File: src/rtl/core/lpw_pkg.sv
`timescale 1ns / 1ps
// ----------------------------------------------------------------------------
// lpw_pkg
// Shared types and constants for the leader progress watchdog.
// ----------------------------------------------------------------------------
package lpw_pkg;

    localparam int GEN_W   = 32;
    localparam int TAG_W   = 16;
    localparam int CODE_W  = 3;
    localparam int OP_W    = 3;
    localparam int TICKS_W = 32;
    localparam int COUNT_W = TICKS_W + 1;
    localparam int MASK_W  = 8;
    localparam int CFG_IDX_W = 2;

    localparam logic [TICKS_W-1:0] GRACE_RESET    = 32'd1000;
    localparam logic [TICKS_W-1:0] PROGRESS_RESET = 32'd1000;
    localparam logic [MASK_W-1:0]  MASK_RESET     = 8'hFF;

    typedef enum logic [CFG_IDX_W-1:0] {
        CFG_GRACE_TICKS    = 2'd0,
        CFG_PROGRESS_TICKS = 2'd1,
        CFG_EVENT_MASK     = 2'd2
    } cfg_index_t;

    typedef enum logic [OP_W-1:0] {
        OP_ACTIVATE = 3'd0,
        OP_PROGRESS = 3'd1,
        OP_GRANT    = 3'd2,
        OP_TICK     = 3'd3,
        OP_SHUTDOWN = 3'd4
    } op_t;

    typedef enum logic [3:0] {
        PH_INACTIVE = 4'b0001,
        PH_GRACE    = 4'b0010,
        PH_PROGRESS = 4'b0100,
        PH_EXPIRED  = 4'b1000
    } phase_t;

    localparam logic [1:0] PH_CODE_INACTIVE = 2'd0;
    localparam logic [1:0] PH_CODE_GRACE    = 2'd1;
    localparam logic [1:0] PH_CODE_PROGRESS = 2'd2;
    localparam logic [1:0] PH_CODE_EXPIRED  = 2'd3;

    typedef struct packed {
        logic [OP_W-1:0]   operation;
        logic [GEN_W-1:0]  view_gen;
        logic [TAG_W-1:0]  view_tag;
        logic [CODE_W-1:0] event_code;
    } item_t;

    typedef struct packed {
        logic              accepted;
        logic              rotate;
        logic [1:0]        phase_now;
        logic              active_valid;
        logic [GEN_W-1:0]  active_generation;
        logic [TAG_W-1:0]  active_tag;
    } result_t;

    typedef struct packed {
        logic [TICKS_W-1:0] grace_ticks;
        logic [TICKS_W-1:0] progress_ticks;
        logic [MASK_W-1:0]  event_mask;
    } cfg_t;

endpackage

File: src/rtl/core/lpw_engine.sv
`timescale 1ns / 1ps
// ----------------------------------------------------------------------------
// lpw_engine
// Watchdog state and the combinational step that applies one request to it.
// ----------------------------------------------------------------------------
module lpw_engine
(
    input  logic            clk,
    input  logic            rst_n,
    input  logic            fire,
    input  lpw_pkg::item_t  item,
    input  lpw_pkg::cfg_t   cfg,
    output lpw_pkg::result_t res
);

    logic                         stopped_reg, stopped_next;
    lpw_pkg::phase_t              phase_reg, phase_next;
    logic                         view_valid_reg, view_valid_next;
    logic [lpw_pkg::GEN_W-1:0]    view_gen_reg, view_gen_next;
    logic [lpw_pkg::TAG_W-1:0]    view_tag_reg, view_tag_next;
    logic [lpw_pkg::GEN_W-1:0]    last_gen_reg, last_gen_next;
    logic [lpw_pkg::COUNT_W-1:0]  remaining_reg, remaining_next;
    logic                         granted_reg, granted_next;

    logic                         names_active;
    logic                         mask_hit;
    logic                         in_window;
    logic [lpw_pkg::COUNT_W-1:0]  count_dec;
    logic                         acc;
    logic                         rot;

    assign names_active = view_valid_reg && (view_gen_reg == item.view_gen)
                          && (view_tag_reg == item.view_tag);
    assign mask_hit  = cfg.event_mask[item.event_code];
    assign in_window = (phase_reg == lpw_pkg::PH_GRACE)
                       || (phase_reg == lpw_pkg::PH_PROGRESS);
    // A count already at zero stays there, so the next tick fires.
    assign count_dec = (remaining_reg != '0) ? remaining_reg - 1'b1 : remaining_reg;

    always_comb
    begin
        stopped_next    = stopped_reg;
        phase_next      = phase_reg;
        view_valid_next = view_valid_reg;
        view_gen_next   = view_gen_reg;
        view_tag_next   = view_tag_reg;
        last_gen_next   = last_gen_reg;
        remaining_next  = remaining_reg;
        granted_next    = granted_reg;
        acc             = 1'b0;
        rot             = 1'b0;

        if (!stopped_reg)
        begin
            unique case (item.operation)
                lpw_pkg::OP_ACTIVATE:
                begin
                    if ((item.view_gen != '0) &&
                        (item.view_gen > last_gen_reg))
                    begin
                        last_gen_next   = item.view_gen;
                        view_valid_next = 1'b1;
                        view_gen_next   = item.view_gen;
                        view_tag_next   = item.view_tag;
                        phase_next      = lpw_pkg::PH_GRACE;
                        remaining_next  = {1'b0, cfg.grace_ticks};
                        granted_next    = 1'b0;
                        acc             = 1'b1;
                    end
                end
                lpw_pkg::OP_PROGRESS:
                begin
                    if (names_active && mask_hit)
                    begin
                        if (phase_reg == lpw_pkg::PH_GRACE)
                        begin
                            acc = 1'b1;
                        end
                        else if (phase_reg == lpw_pkg::PH_PROGRESS)
                        begin
                            remaining_next = {1'b0, cfg.progress_ticks};
                            acc            = 1'b1;
                        end
                    end
                end
                lpw_pkg::OP_GRANT:
                begin
                    if (names_active && !granted_reg && in_window)
                    begin
                        remaining_next = {cfg.progress_ticks, 1'b0};
                        phase_next     = lpw_pkg::PH_PROGRESS;
                        granted_next   = 1'b1;
                        acc            = 1'b1;
                    end
                end
                lpw_pkg::OP_TICK:
                begin
                    if (in_window)
                    begin
                        remaining_next = count_dec;
                        if (count_dec == '0)
                        begin
                            acc = 1'b1;
                            if (phase_reg == lpw_pkg::PH_GRACE)
                            begin
                                phase_next     = lpw_pkg::PH_PROGRESS;
                                remaining_next = {1'b0, cfg.progress_ticks};
                            end
                            else
                            begin
                                phase_next = lpw_pkg::PH_EXPIRED;
                                rot        = 1'b1;
                            end
                        end
                    end
                end
                lpw_pkg::OP_SHUTDOWN:
                begin
                    stopped_next    = 1'b1;
                    view_valid_next = 1'b0;
                    view_gen_next   = '0;
                    view_tag_next   = '0;
                    phase_next      = lpw_pkg::PH_INACTIVE;
                    remaining_next  = '0;
                    acc             = 1'b1;
                end
                default:
                begin
                end
            endcase
        end
    end

    always_comb
    begin
        res.accepted = acc;
        res.rotate   = rot;
        unique case (phase_next)
            lpw_pkg::PH_GRACE:    res.phase_now = lpw_pkg::PH_CODE_GRACE;
            lpw_pkg::PH_PROGRESS: res.phase_now = lpw_pkg::PH_CODE_PROGRESS;
            lpw_pkg::PH_EXPIRED:  res.phase_now = lpw_pkg::PH_CODE_EXPIRED;
            default:              res.phase_now = lpw_pkg::PH_CODE_INACTIVE;
        endcase
        if (stopped_next)
        begin
            res.phase_now = lpw_pkg::PH_CODE_INACTIVE;
        end
        res.active_valid      = view_valid_next && !stopped_next;
        res.active_generation = res.active_valid ? view_gen_next : '0;
        res.active_tag        = res.active_valid ? view_tag_next : '0;
    end

    always_ff @(posedge clk or negedge rst_n)
    begin
        if (!rst_n)
        begin
            stopped_reg    <= 1'b0;
            phase_reg      <= lpw_pkg::PH_INACTIVE;
            view_valid_reg <= 1'b0;
            view_gen_reg   <= '0;
            view_tag_reg   <= '0;
            last_gen_reg   <= '0;
            remaining_reg  <= '0;
            granted_reg    <= 1'b0;
        end
        else if (fire)
        begin
            stopped_reg    <= stopped_next;
            phase_reg      <= phase_next;
            view_valid_reg <= view_valid_next;
            view_gen_reg   <= view_gen_next;
            view_tag_reg   <= view_tag_next;
            last_gen_reg   <= last_gen_next;
            remaining_reg  <= remaining_next;
            granted_reg    <= granted_next;
        end
    end

endmodule

File: src/rtl/core/leader_progress_watchdog.sv
`timescale 1ns / 1ps
// ----------------------------------------------------------------------------
// leader_progress_watchdog
// Phased watchdog (inactive, grace, progress, expired) over the active view.
// ----------------------------------------------------------------------------
// Usage:
//   Requests enter on the input channel (in_valid / in_stall) as one beat
//   each: operation, view_gen, view_tag, event_code. Every request
//   yields exactly one result beat on the output channel (out_valid /
//   out_stall) carrying accepted, rotate, phase_now and the active view.
//   A beat is taken at a clock edge where valid is high and stall is low.
//   A request waits in the input register until the result register is
//   free or its beat is being taken; then the step logic loads the result
//   register and out_valid rises.
//   Throughput is one request per cycle while out_stall stays low; the
//   watchdog state is read and updated in a combinational step.
//   When the receiver stalls, the result register holds its beat and an
//   empty input register takes one more request; after that in_stall rises.
//   Configuration writes (cfg_valid / cfg_ready, cfg_index, cfg_data) are
//   always ready and must be issued while no request is in flight.
//   Reset clears the watchdog to inactive with no view and restores the
//   register defaults (1000, 1000, all event codes enabled).
// ----------------------------------------------------------------------------
module leader_progress_watchdog
(
    input  logic                           clk,
    input  logic                           rst_n,

    input  logic                           in_valid,
    output logic                           in_stall,
    input  logic [lpw_pkg::OP_W-1:0]       operation,
    input  logic [lpw_pkg::GEN_W-1:0]      view_gen,
    input  logic [lpw_pkg::TAG_W-1:0]      view_tag,
    input  logic [lpw_pkg::CODE_W-1:0]     event_code,

    output logic                           out_valid,
    input  logic                           out_stall,
    output logic                           accepted,
    output logic                           rotate,
    output logic [1:0]                     phase_now,
    output logic                           active_valid,
    output logic [lpw_pkg::GEN_W-1:0]      active_generation,
    output logic [lpw_pkg::TAG_W-1:0]      active_tag,

    input  logic                           cfg_valid,
    output logic                           cfg_ready,
    input  logic [lpw_pkg::CFG_IDX_W-1:0]  cfg_index,
    input  logic [lpw_pkg::TICKS_W-1:0]    cfg_data
);

    lpw_pkg::cfg_t     cfg_reg;
    lpw_pkg::item_t    item_reg;
    logic              item_valid_reg;
    lpw_pkg::result_t  result_reg;
    logic              out_valid_reg;
    lpw_pkg::result_t  step_res;
    logic              advance;
    logic              in_take;

    // The staged request moves on whenever the result register is free or
    // its beat is being taken this cycle.
    assign advance  = item_valid_reg && (!out_valid_reg || !out_stall);
    assign in_stall = item_valid_reg && !advance;
    assign in_take  = in_valid && !in_stall;
    assign cfg_ready = 1'b1;

    lpw_engine u_engine
    (
        .clk   (clk),
        .rst_n (rst_n),
        .fire  (advance),
        .item  (item_reg),
        .cfg   (cfg_reg),
        .res   (step_res)
    );

    always_ff @(posedge clk or negedge rst_n)
    begin
        if (!rst_n)
        begin
            cfg_reg.grace_ticks    <= lpw_pkg::GRACE_RESET;
            cfg_reg.progress_ticks <= lpw_pkg::PROGRESS_RESET;
            cfg_reg.event_mask     <= lpw_pkg::MASK_RESET;
        end
        else if (cfg_valid && cfg_ready)
        begin
            unique case (cfg_index)
                lpw_pkg::CFG_GRACE_TICKS:    cfg_reg.grace_ticks    <= cfg_data;
                lpw_pkg::CFG_PROGRESS_TICKS: cfg_reg.progress_ticks <= cfg_data;
                lpw_pkg::CFG_EVENT_MASK:
                    cfg_reg.event_mask <= cfg_data[lpw_pkg::MASK_W-1:0];
                default:
                begin
                end
            endcase
        end
    end

    always_ff @(posedge clk or negedge rst_n)
    begin
        if (!rst_n)
        begin
            item_valid_reg <= 1'b0;
            out_valid_reg  <= 1'b0;
        end
        else
        begin
            if (in_take)
            begin
                item_valid_reg <= 1'b1;
            end
            else if (advance)
            begin
                item_valid_reg <= 1'b0;
            end

            if (advance)
            begin
                out_valid_reg <= 1'b1;
            end
            else if (!out_stall)
            begin
                out_valid_reg <= 1'b0;
            end
        end
    end

    always_ff @(posedge clk)
    begin
        if (in_take)
        begin
            item_reg.operation  <= operation;
            item_reg.view_gen   <= view_gen;
            item_reg.view_tag   <= view_tag;
            item_reg.event_code <= event_code;
        end
        if (advance)
        begin
            result_reg <= step_res;
        end
    end

    assign out_valid         = out_valid_reg;
    assign accepted          = result_reg.accepted;
    assign rotate            = result_reg.rotate;
    assign phase_now         = result_reg.phase_now;
    assign active_valid      = result_reg.active_valid;
    assign active_generation = result_reg.active_generation;
    assign active_tag        = result_reg.active_tag;

endmodule

File: config.mk
export PLATFORM = sky130hd
export DESIGN_NAME = leader_progress_watchdog
export DESIGN_NICKNAME = d
export VERILOG_FILES = /design/src/rtl/core/lpw_pkg.sv /design/src/rtl/core/lpw_engine.sv /design/src/rtl/core/leader_progress_watchdog.sv
export SDC_FILE = /design/constraint.sdc
export NUM_CORES = 1
export LEC_CHECK = 0
export BUFFER_PORTS_ARGS = -buffer_cell sky130_fd_sc_hd__buf_4
export CAP_MARGIN = 15
export CELL_PAD_IN_SITES_DETAIL_PLACEMENT = 1
export CELL_PAD_IN_SITES_GLOBAL_PLACEMENT = 2
export CORE_MARGIN = 1.5
export CORE_UTILIZATION = 42
export DETAILED_ROUTE_END_ITERATION = 10
export GPL_TIMING_DRIVEN = 1
export PLACE_DENSITY_LB_ADDON = 0.1
export SETUP_SLACK_MARGIN = 0.15
export SYNTH_ARGS = -nofsm -noshare
export SYNTH_HDL_FRONTEND = slang
export SYNTH_HIERARCHICAL = 1
export SYNTH_SLANG_ARGS = --single-unit
File: constraint.sdc
create_clock -name clk -period 17.9 [get_ports clk]
set_input_delay 2.685 -clock clk [delete_from_list [all_inputs] [get_ports clk]]
set_output_delay 2.685 -clock clk [all_outputs]
set_load 0.1 [all_outputs]
==> results of run 1 <==
## through the flow
step           power, mW  setup slack (ns)  hold slack [ns]  cells
2_1_floorplan      1.276             9.442           0.4424   1523
3_3_place_gp       1.449             11.97           0.4637   2064
3_5_place_dp       1.462             11.94           0.4930   2064
4_1_cts            2.198             11.94           0.5064   2130
5_1_grt            2.280             11.89           0.5251   2130
6_report           2.176             11.95           0.5062   2130
## area by class of cell
class | count | area (sq um)
clock buffer | 53 | 1046
clock inverter | 13 | 130.1
fill | 4027 | 18380
inverter | 53 | 198.9
multi-input combinational | 1077 | 7111
sequential | 301 | 8094
tap | 468 | 585.6
timing repair buffer | 165 | 1245
## power breakdown
group          total [mW]  leakage, nW  internal, mW  switching [mW]
logic               0.503         3.58         0.187           0.315
clock network       0.724        0.566         0.424           0.301
registers           0.949         3.35         0.810           0.140
total                2.18         7.50          1.42           0.756
## how the worst max path moves through the flow
stage | endpoint | cells after the start
2_1_floorplan | u_engine/remaining_reg[20] | 7
3_3_place_gp | in_stall | 4
3_5_place_dp | in_stall | 4
4_1_cts | in_stall | 4
5_1_grt | in_stall | 4
6_report | in_stall | 4
## synthesized netlist by cell type (11+ instances only)
master       n
ha_1        34
xnor2_1     33
inv_1       51
nand3_1     15
nand2b_1    35
dfrtp_1    173
or4_1       16
o2111ai_1   11
mux2_2      75
nand4_1     29
xor2_1      18
o21ai_0     84
edfxtp_1   107
nor3_1      37
a22o_1      17
nor4_1      35
o22ai_1     11
o31ai_1     17
a22oi_1     55
nand2_1    160
dfstp_2     21
or3_1       12
a21oi_1     83
clkbuf_1    72
nor2_1     132
## cell families after synthesis
| logic type | Yosys count |
|---|---|
| AO/OA/AOI/OAI | 383 |
| XOR/XNOR | 51 |
| adder cells (fa/ha/maj) | 34 |
| buffers and inverters | 145 |
| flip-flops | 301 |
| multiplexers | 87 |
| other | 1 |
| AND/OR/NAND/NOR | 521 |
## worst max-delay path: cells and delay by family
family / cells / cell delay (ns)
buffers and inverters: 3 / 0.47
and+or+nand+nor: 1 / 0.12
## metal layers
metal	routed length (um)	GRT usage, %	up-vias
met5	0	0	-
met4	1896	11.28	0
met3	1663	3.457	84
met2	26530	48.10	247
met1	21480	32.79	6516
li1	-	-	5828
==> metrics.md, run 1 <==
| Metric | Value |
|---|---|
| Largest family of logic cells by synthesized area | simple AND/OR/NAND/NOR gates |
| YS warnings | 6 |
| Placed inst area | 17230 sq um |
| Crit start category | input pin |
| Nets | 1761 |
| Power density cells | ~120 nW/um^2 |
| Min-Delay Path Class | reg2reg |
| Layout Skew | 0.02245 ns |
| Critical Path RT | 15.21 ns |
| Final worst-path cycle share | 33.26% |
| Top area cells in the synthesized netlist | dfrtp_1 27%, edfxtp_1 20%, mux2_2 5.4% |
| # rows | 70 |
| Most frequent cells in the layout | 173 x dfrtp_1, 164 x buf_4, 159 x nand2_1 |
| # DRC | 0 |
| Tmin final | 5.953 ns |
| Mean number of vias per cell | 5.951 |
| Hold Crit Start | cfg_reg[40] |
| Clock latency on the worst-skew pair | 0.56 ns |
| IO Count | 149 |
| Post-Route WL | slightly above 50 mm |
| Commonest non-fill, non-tap cell in the layout | dfrtp_1 |
| PostCTS Resize Cnt | 0 |
| H-tree depth | 2 |
| Status | completed |
| CTS Hold Bufs | 0 |
| R2R Path Start | u_engine/remaining_reg[8] |
| Via count | 12680 |
| PortBufs | 147 |
| Core Region | 36790 sq um |
| Reg-to-reg setup timing slack | 13.00 ns |
| Predominant post-synthesis flop cell | dfrtp_1 |
| Layout cells sized above 1 | 21.78% |
| Setup violators final | 0 |
| RSZ-0062 raised after global routing | no |
| First-pass GRT wire length | 79.49 mm |
| Layout Utilization | ~50% |
| Compound-Gate Fraction of Synth Area | between 10% and 20% |
| Max Root-Sink Buffers | 3 |
| Clock Sinks | 301 |
| Post-synth net total | 1650 |
| RePlAce Congestion | 0.9585 |
| Synthesized flop and latch total | roughly 300 |
| Mapped Avg Cell Area | 10.35 sq um |
| Reg2reg end | u_engine/remaining_reg[16] |
| Fin. max-slew vios | 0 |
| Die Area | 38700 sq um |
| Critical path type | in2out |
| Max-Cap Viols | 0 |
| Grt ovf | 0 |
| Vias in the first global route | 13530 |
| Max rail drop VDD | slightly above 0.06 mV |
| CTS tree | done |
| Hold Crit Depth | 1 |
| Hold EP | cfg_reg[40] |
| CTS Buf Count | 36 |
| Post-synthesis mux area share | 6.295% |
| Hpwl dp | approximately 36 mm |
| Syn Inst Count | between 1500 and 2000 |
| Lkg Pwr | approximately 7.5 nW |
| Yosys top cell by area | dfrtp_1 |
| CP Capture Type | output port |
| Measured slew at the worst slew-check pin | 1.179 ns |
| Arr. time, crit path | 3.27 ns |
| Post-Synth XOR/XNOR Area | 2.834% |
| N_diodes | 0 |
| Library cells used by synthesis | 80 |
| Worst-path clk slew | 0.06 ns |
| Crit path launch | out_stall |
| Worst Reg-to-Reg Cells | 12 |
| Die width | roughly 200 um |
| Post-synth ARST share | between 60% and 70% |
| Post-Synth Simple-Gate Area | between 15 and 20% |
| Routed Antenna Nets | 0 |
| Iter 0 DRT Violations | 637 |
| Drt wl/cell | roughly 24 um |
| Antenna violations before repair | 0 |
| Largest net degree at the start of global routing | 83 |
| Clock root cell | clkbuf_16 |
| Layout area overhead | 16.80% |
| Synth Area in Adders | 2.699% |
| CP Cell Sequence | buf_4 > nand3_1 > inv_1 > buf_4 |
| Post-CTS Setup Bufs | 0 |
| Total GRT Usage | 26.96% |
| Crit-path max cell delay | about 0.28 ns |
| Die height | roughly 200 um |
| Router iterations before antenna repair | 5 |
| Final hold violations | 0 |
| Post-synth EDFFs | 107 |
| Worst path most repeated cell | buf_4 |
| Setup TNS | 0 ns |
| Slowest cell on crit path | buf_4 |
| Initial Util | 42.85% |
| Fmax | 168.0 MHz |
| Fin area | about 18000 sq um |
| CP Max Fanout | 3 |
| Synthesized cell area | 15760 sq um |
| Worst rel slew slack | 21.09% |
| Seq/Total Area, Yosys | 51.35% |
| Share of the synthesized area in the top cell type | 27.46% |
| Max reg flops | 72 |
(Power assumes the default switching activity.)
==> run 2: changes to the inputs <==
--- a/config.mk
+++ b/config.mk
@@ -10,7 +10,7 @@
 export CELL_PAD_IN_SITES_DETAIL_PLACEMENT = 1
 export CELL_PAD_IN_SITES_GLOBAL_PLACEMENT = 2
 export CORE_MARGIN = 1.5
-export CORE_UTILIZATION = 42
+export CORE_UTILIZATION = 39
 export DETAILED_ROUTE_END_ITERATION = 10
 export GPL_TIMING_DRIVEN = 1
 export PLACE_DENSITY_LB_ADDON = 0.1
==> constraint.sdc (replaced) <==
create_clock -name clk -period 6.1 [get_ports clk]
set_input_delay 0.915 -clock clk [delete_from_list [all_inputs] [get_ports clk]]
set_output_delay 0.915 -clock clk [all_outputs]
set_load 0.1 [all_outputs]
==> metrics.md, run 2 (synthesized netlist as in run 1, its figures left out) <==
| Metric | Value |
|---|---|
| # rows | 73 (+4.3%) |
| Iter 0 DRT Violations | 640 (+0.47%) |
| Max rail drop VDD | 0.1982 mV (+220%) |
| Crit start category | flop |
| Routed Antenna Nets | 0 (unchanged) |
| H-tree depth | 2 (unchanged) |
| Layout area overhead | 18.03% |
| Initial Util | 39.58% (-3.3 points) |
| Max reg flops | 72 (unchanged) |
| Clock latency on the worst-skew pair | 0.57 ns (about the same) |
| Fmax | 195.2 MHz |
| CTS Hold Bufs | 0 (unchanged) |
| N_diodes | 0 (unchanged) |
| Worst rel slew slack | 27.14% (+6.0 points) |
| Clock Sinks | 301 (unchanged) |
| Clock root cell | clkbuf_16 |
| Layout fillers | 4406 (+9.4%) |
| Core Region | 39820 sq um (+8.3%) |
| Tmin final | 5.124 ns |
| CP Capture Type | flop |
| CP Max Fanout | 12 (+9) |
| Hold slack | 0.3906 ns (-0.1156 ns) |
| Layout Skew | 0.02860 ns (+0.006149 ns) |
| Final worst-path cycle share | 84.00% |
| PostCTS Resize Cnt | 0 (unchanged) |
| Slowest cell on crit path | nor4_4 |
| Vias in the first global route | 13280 (-1.8%) |
| Die width | 204.0 um (+3.7%) |
| Place WS | 1.079 ns (-10.86 ns) |
| Critical Path RT | 6.56 ns (-8.65 ns) |
| Grt ovf | 0 (unchanged) |
| Fin. max-slew vios | 0 (unchanged) |
| Max-Cap Viols | 0 (unchanged) |
| # DRC | 0 (unchanged) |
| Drt wl/cell | 24.81 um (+2.5%) |
| PortBufs | 147 (unchanged) |
| Max Root-Sink Buffers | 3 (unchanged) |
| Mean number of vias per cell | 5.776 (-2.9%) |
| Most frequent cells in the layout | 173 x dfrtp_1, 166 x buf_4, 159 x nand2_1 |
| Placed inst area | 17380 sq um (+0.86%) |
| Via count | 12670 (-0.024%) |
| Layout Utilization | 46.72% (-3.3 points) |
| Worst Reg-to-Reg Cells | 10 (-2) |
| Measured slew at the worst slew-check pin | 1.087 ns (-0.09236 ns) |
| Post-Route WL | 54.44 mm (+5.6%) |
| Non-filler instance count after layout | 2194 (+3.0%) |
| Antenna violations before repair | 1 (+1) |
| RePlAce Congestion | 0.9149 (-4.5%) |
| Setup violators final | 0 (unchanged) |
| CTS tree | done |
| Final hold violations | 0 (unchanged) |
| CP Cell Sequence | nor4_2 > nand4_1 > nor4_4 > o21ai_0 > nor3_1 > and3_1 > and3_1 > nand2_1 > and3_1 > o221ai_1 |
| Layout cells sized above 1 | 22.29% (+0.51 points) |
| RSZ-0062 raised after global routing | no |
| Min-Delay Path Class | in2async |
| Die Area | 41630 sq um (+7.6%) |
| IO Count | 149 (unchanged) |
| Worst path most repeated cell | and3_1 |
| Router iterations before antenna repair | 5 (unchanged) |
| Die height | 204.0 um (+3.7%) |
| Crit-path max cell delay | 0.83 ns (+0.55 ns) |
| Post-CTS Setup Bufs | 0 (unchanged) |
| Total GRT Usage | 26.40% (-0.56 points) |
| Setup TNS | 0 ns (unchanged) |
| Design Power | 6.545 mW (+200%) |
| Final Worst Setup Slack | 0.9760 ns (-10.97 ns) |
| Placed Cells | 2126 (+3.0%) |
| Largest net degree at the start of global routing | 122 (+47%) |
| Critical path type | reg2reg |
| Arr. time, crit path | 5.58 ns (+2.31 ns) |
| First-pass GRT wire length | 82.50 mm (+3.8%) |
| Nets | 1767 (+0.34%) |
| CTS Buf Count | 37 (+2.8%) |
| Status | completed |
| Lkg Pwr | 7.573 nW (+0.93%) |
| Hpwl dp | 37.83 mm (+6.3%) |
| Power density cells | 351.8 nW/um^2 (+200%) |
| Worst-path clk slew | 0.05 ns (about the same) |
| Fin area | 18610 sq um (+1.1%) |
| Commonest non-fill, non-tap cell in the layout | dfrtp_1 |
==> run 2: cell type report <==
class                           instances  area [sq um]  area share (%)
Inverter                               53         198.9           1.069
Clock inverter                         16         188.9           1.015
Timing Repair Buffer                  170          1320           7.095
Multi-Input combinational cell       1077          7113           38.23
Sequential cell                       301          8094           43.50
Clock buffer                           52          1033           5.555
Tap cell                              525         656.9           3.531
==> run 2: final timing paths <==
check | start | to | slack, ns
max reg2reg | u_engine/remaining_reg[6] | u_engine/remaining_reg[14] | 0.98
max in group asynchronous | rst_n | u_engine/view_valid_reg | 4.53
min | rst_n | cfg_reg[18] | 0.39
max | u_engine/remaining_reg[6] | u_engine/remaining_reg[14] | 0.98
min in group clk | cfg_reg[71] | cfg_reg[71] | 0.51
min reg2reg | cfg_reg[71] | cfg_reg[71] | 0.51
==> run 2: worst max-delay path, delay by kind of cell (launching register included) <==
| family | cells | cell delay [ns] |
|---|---|---|
| and+or+nand+nor | 8 | 3.89 |
| DFF | 1 | 0.53 |
| AOI/OAI and AO/OA | 2 | 0.59 |
==> run 2: per-layer routing <==
layer	track usage (%)	up-vias	share of wire, %
li1	-	5842	-
met4	11.55	2	4.3
met2	45.24	269	50
met5	0	-	0.024
met1	32.93	6459	42
met3	4.114	100	3.5
==> run 2: where the power goes <==
part | switching, mW | internal, mW
clock network | 0.906 | 1.32
registers | 0.401 | 2.38
logic | 0.977 | 0.562
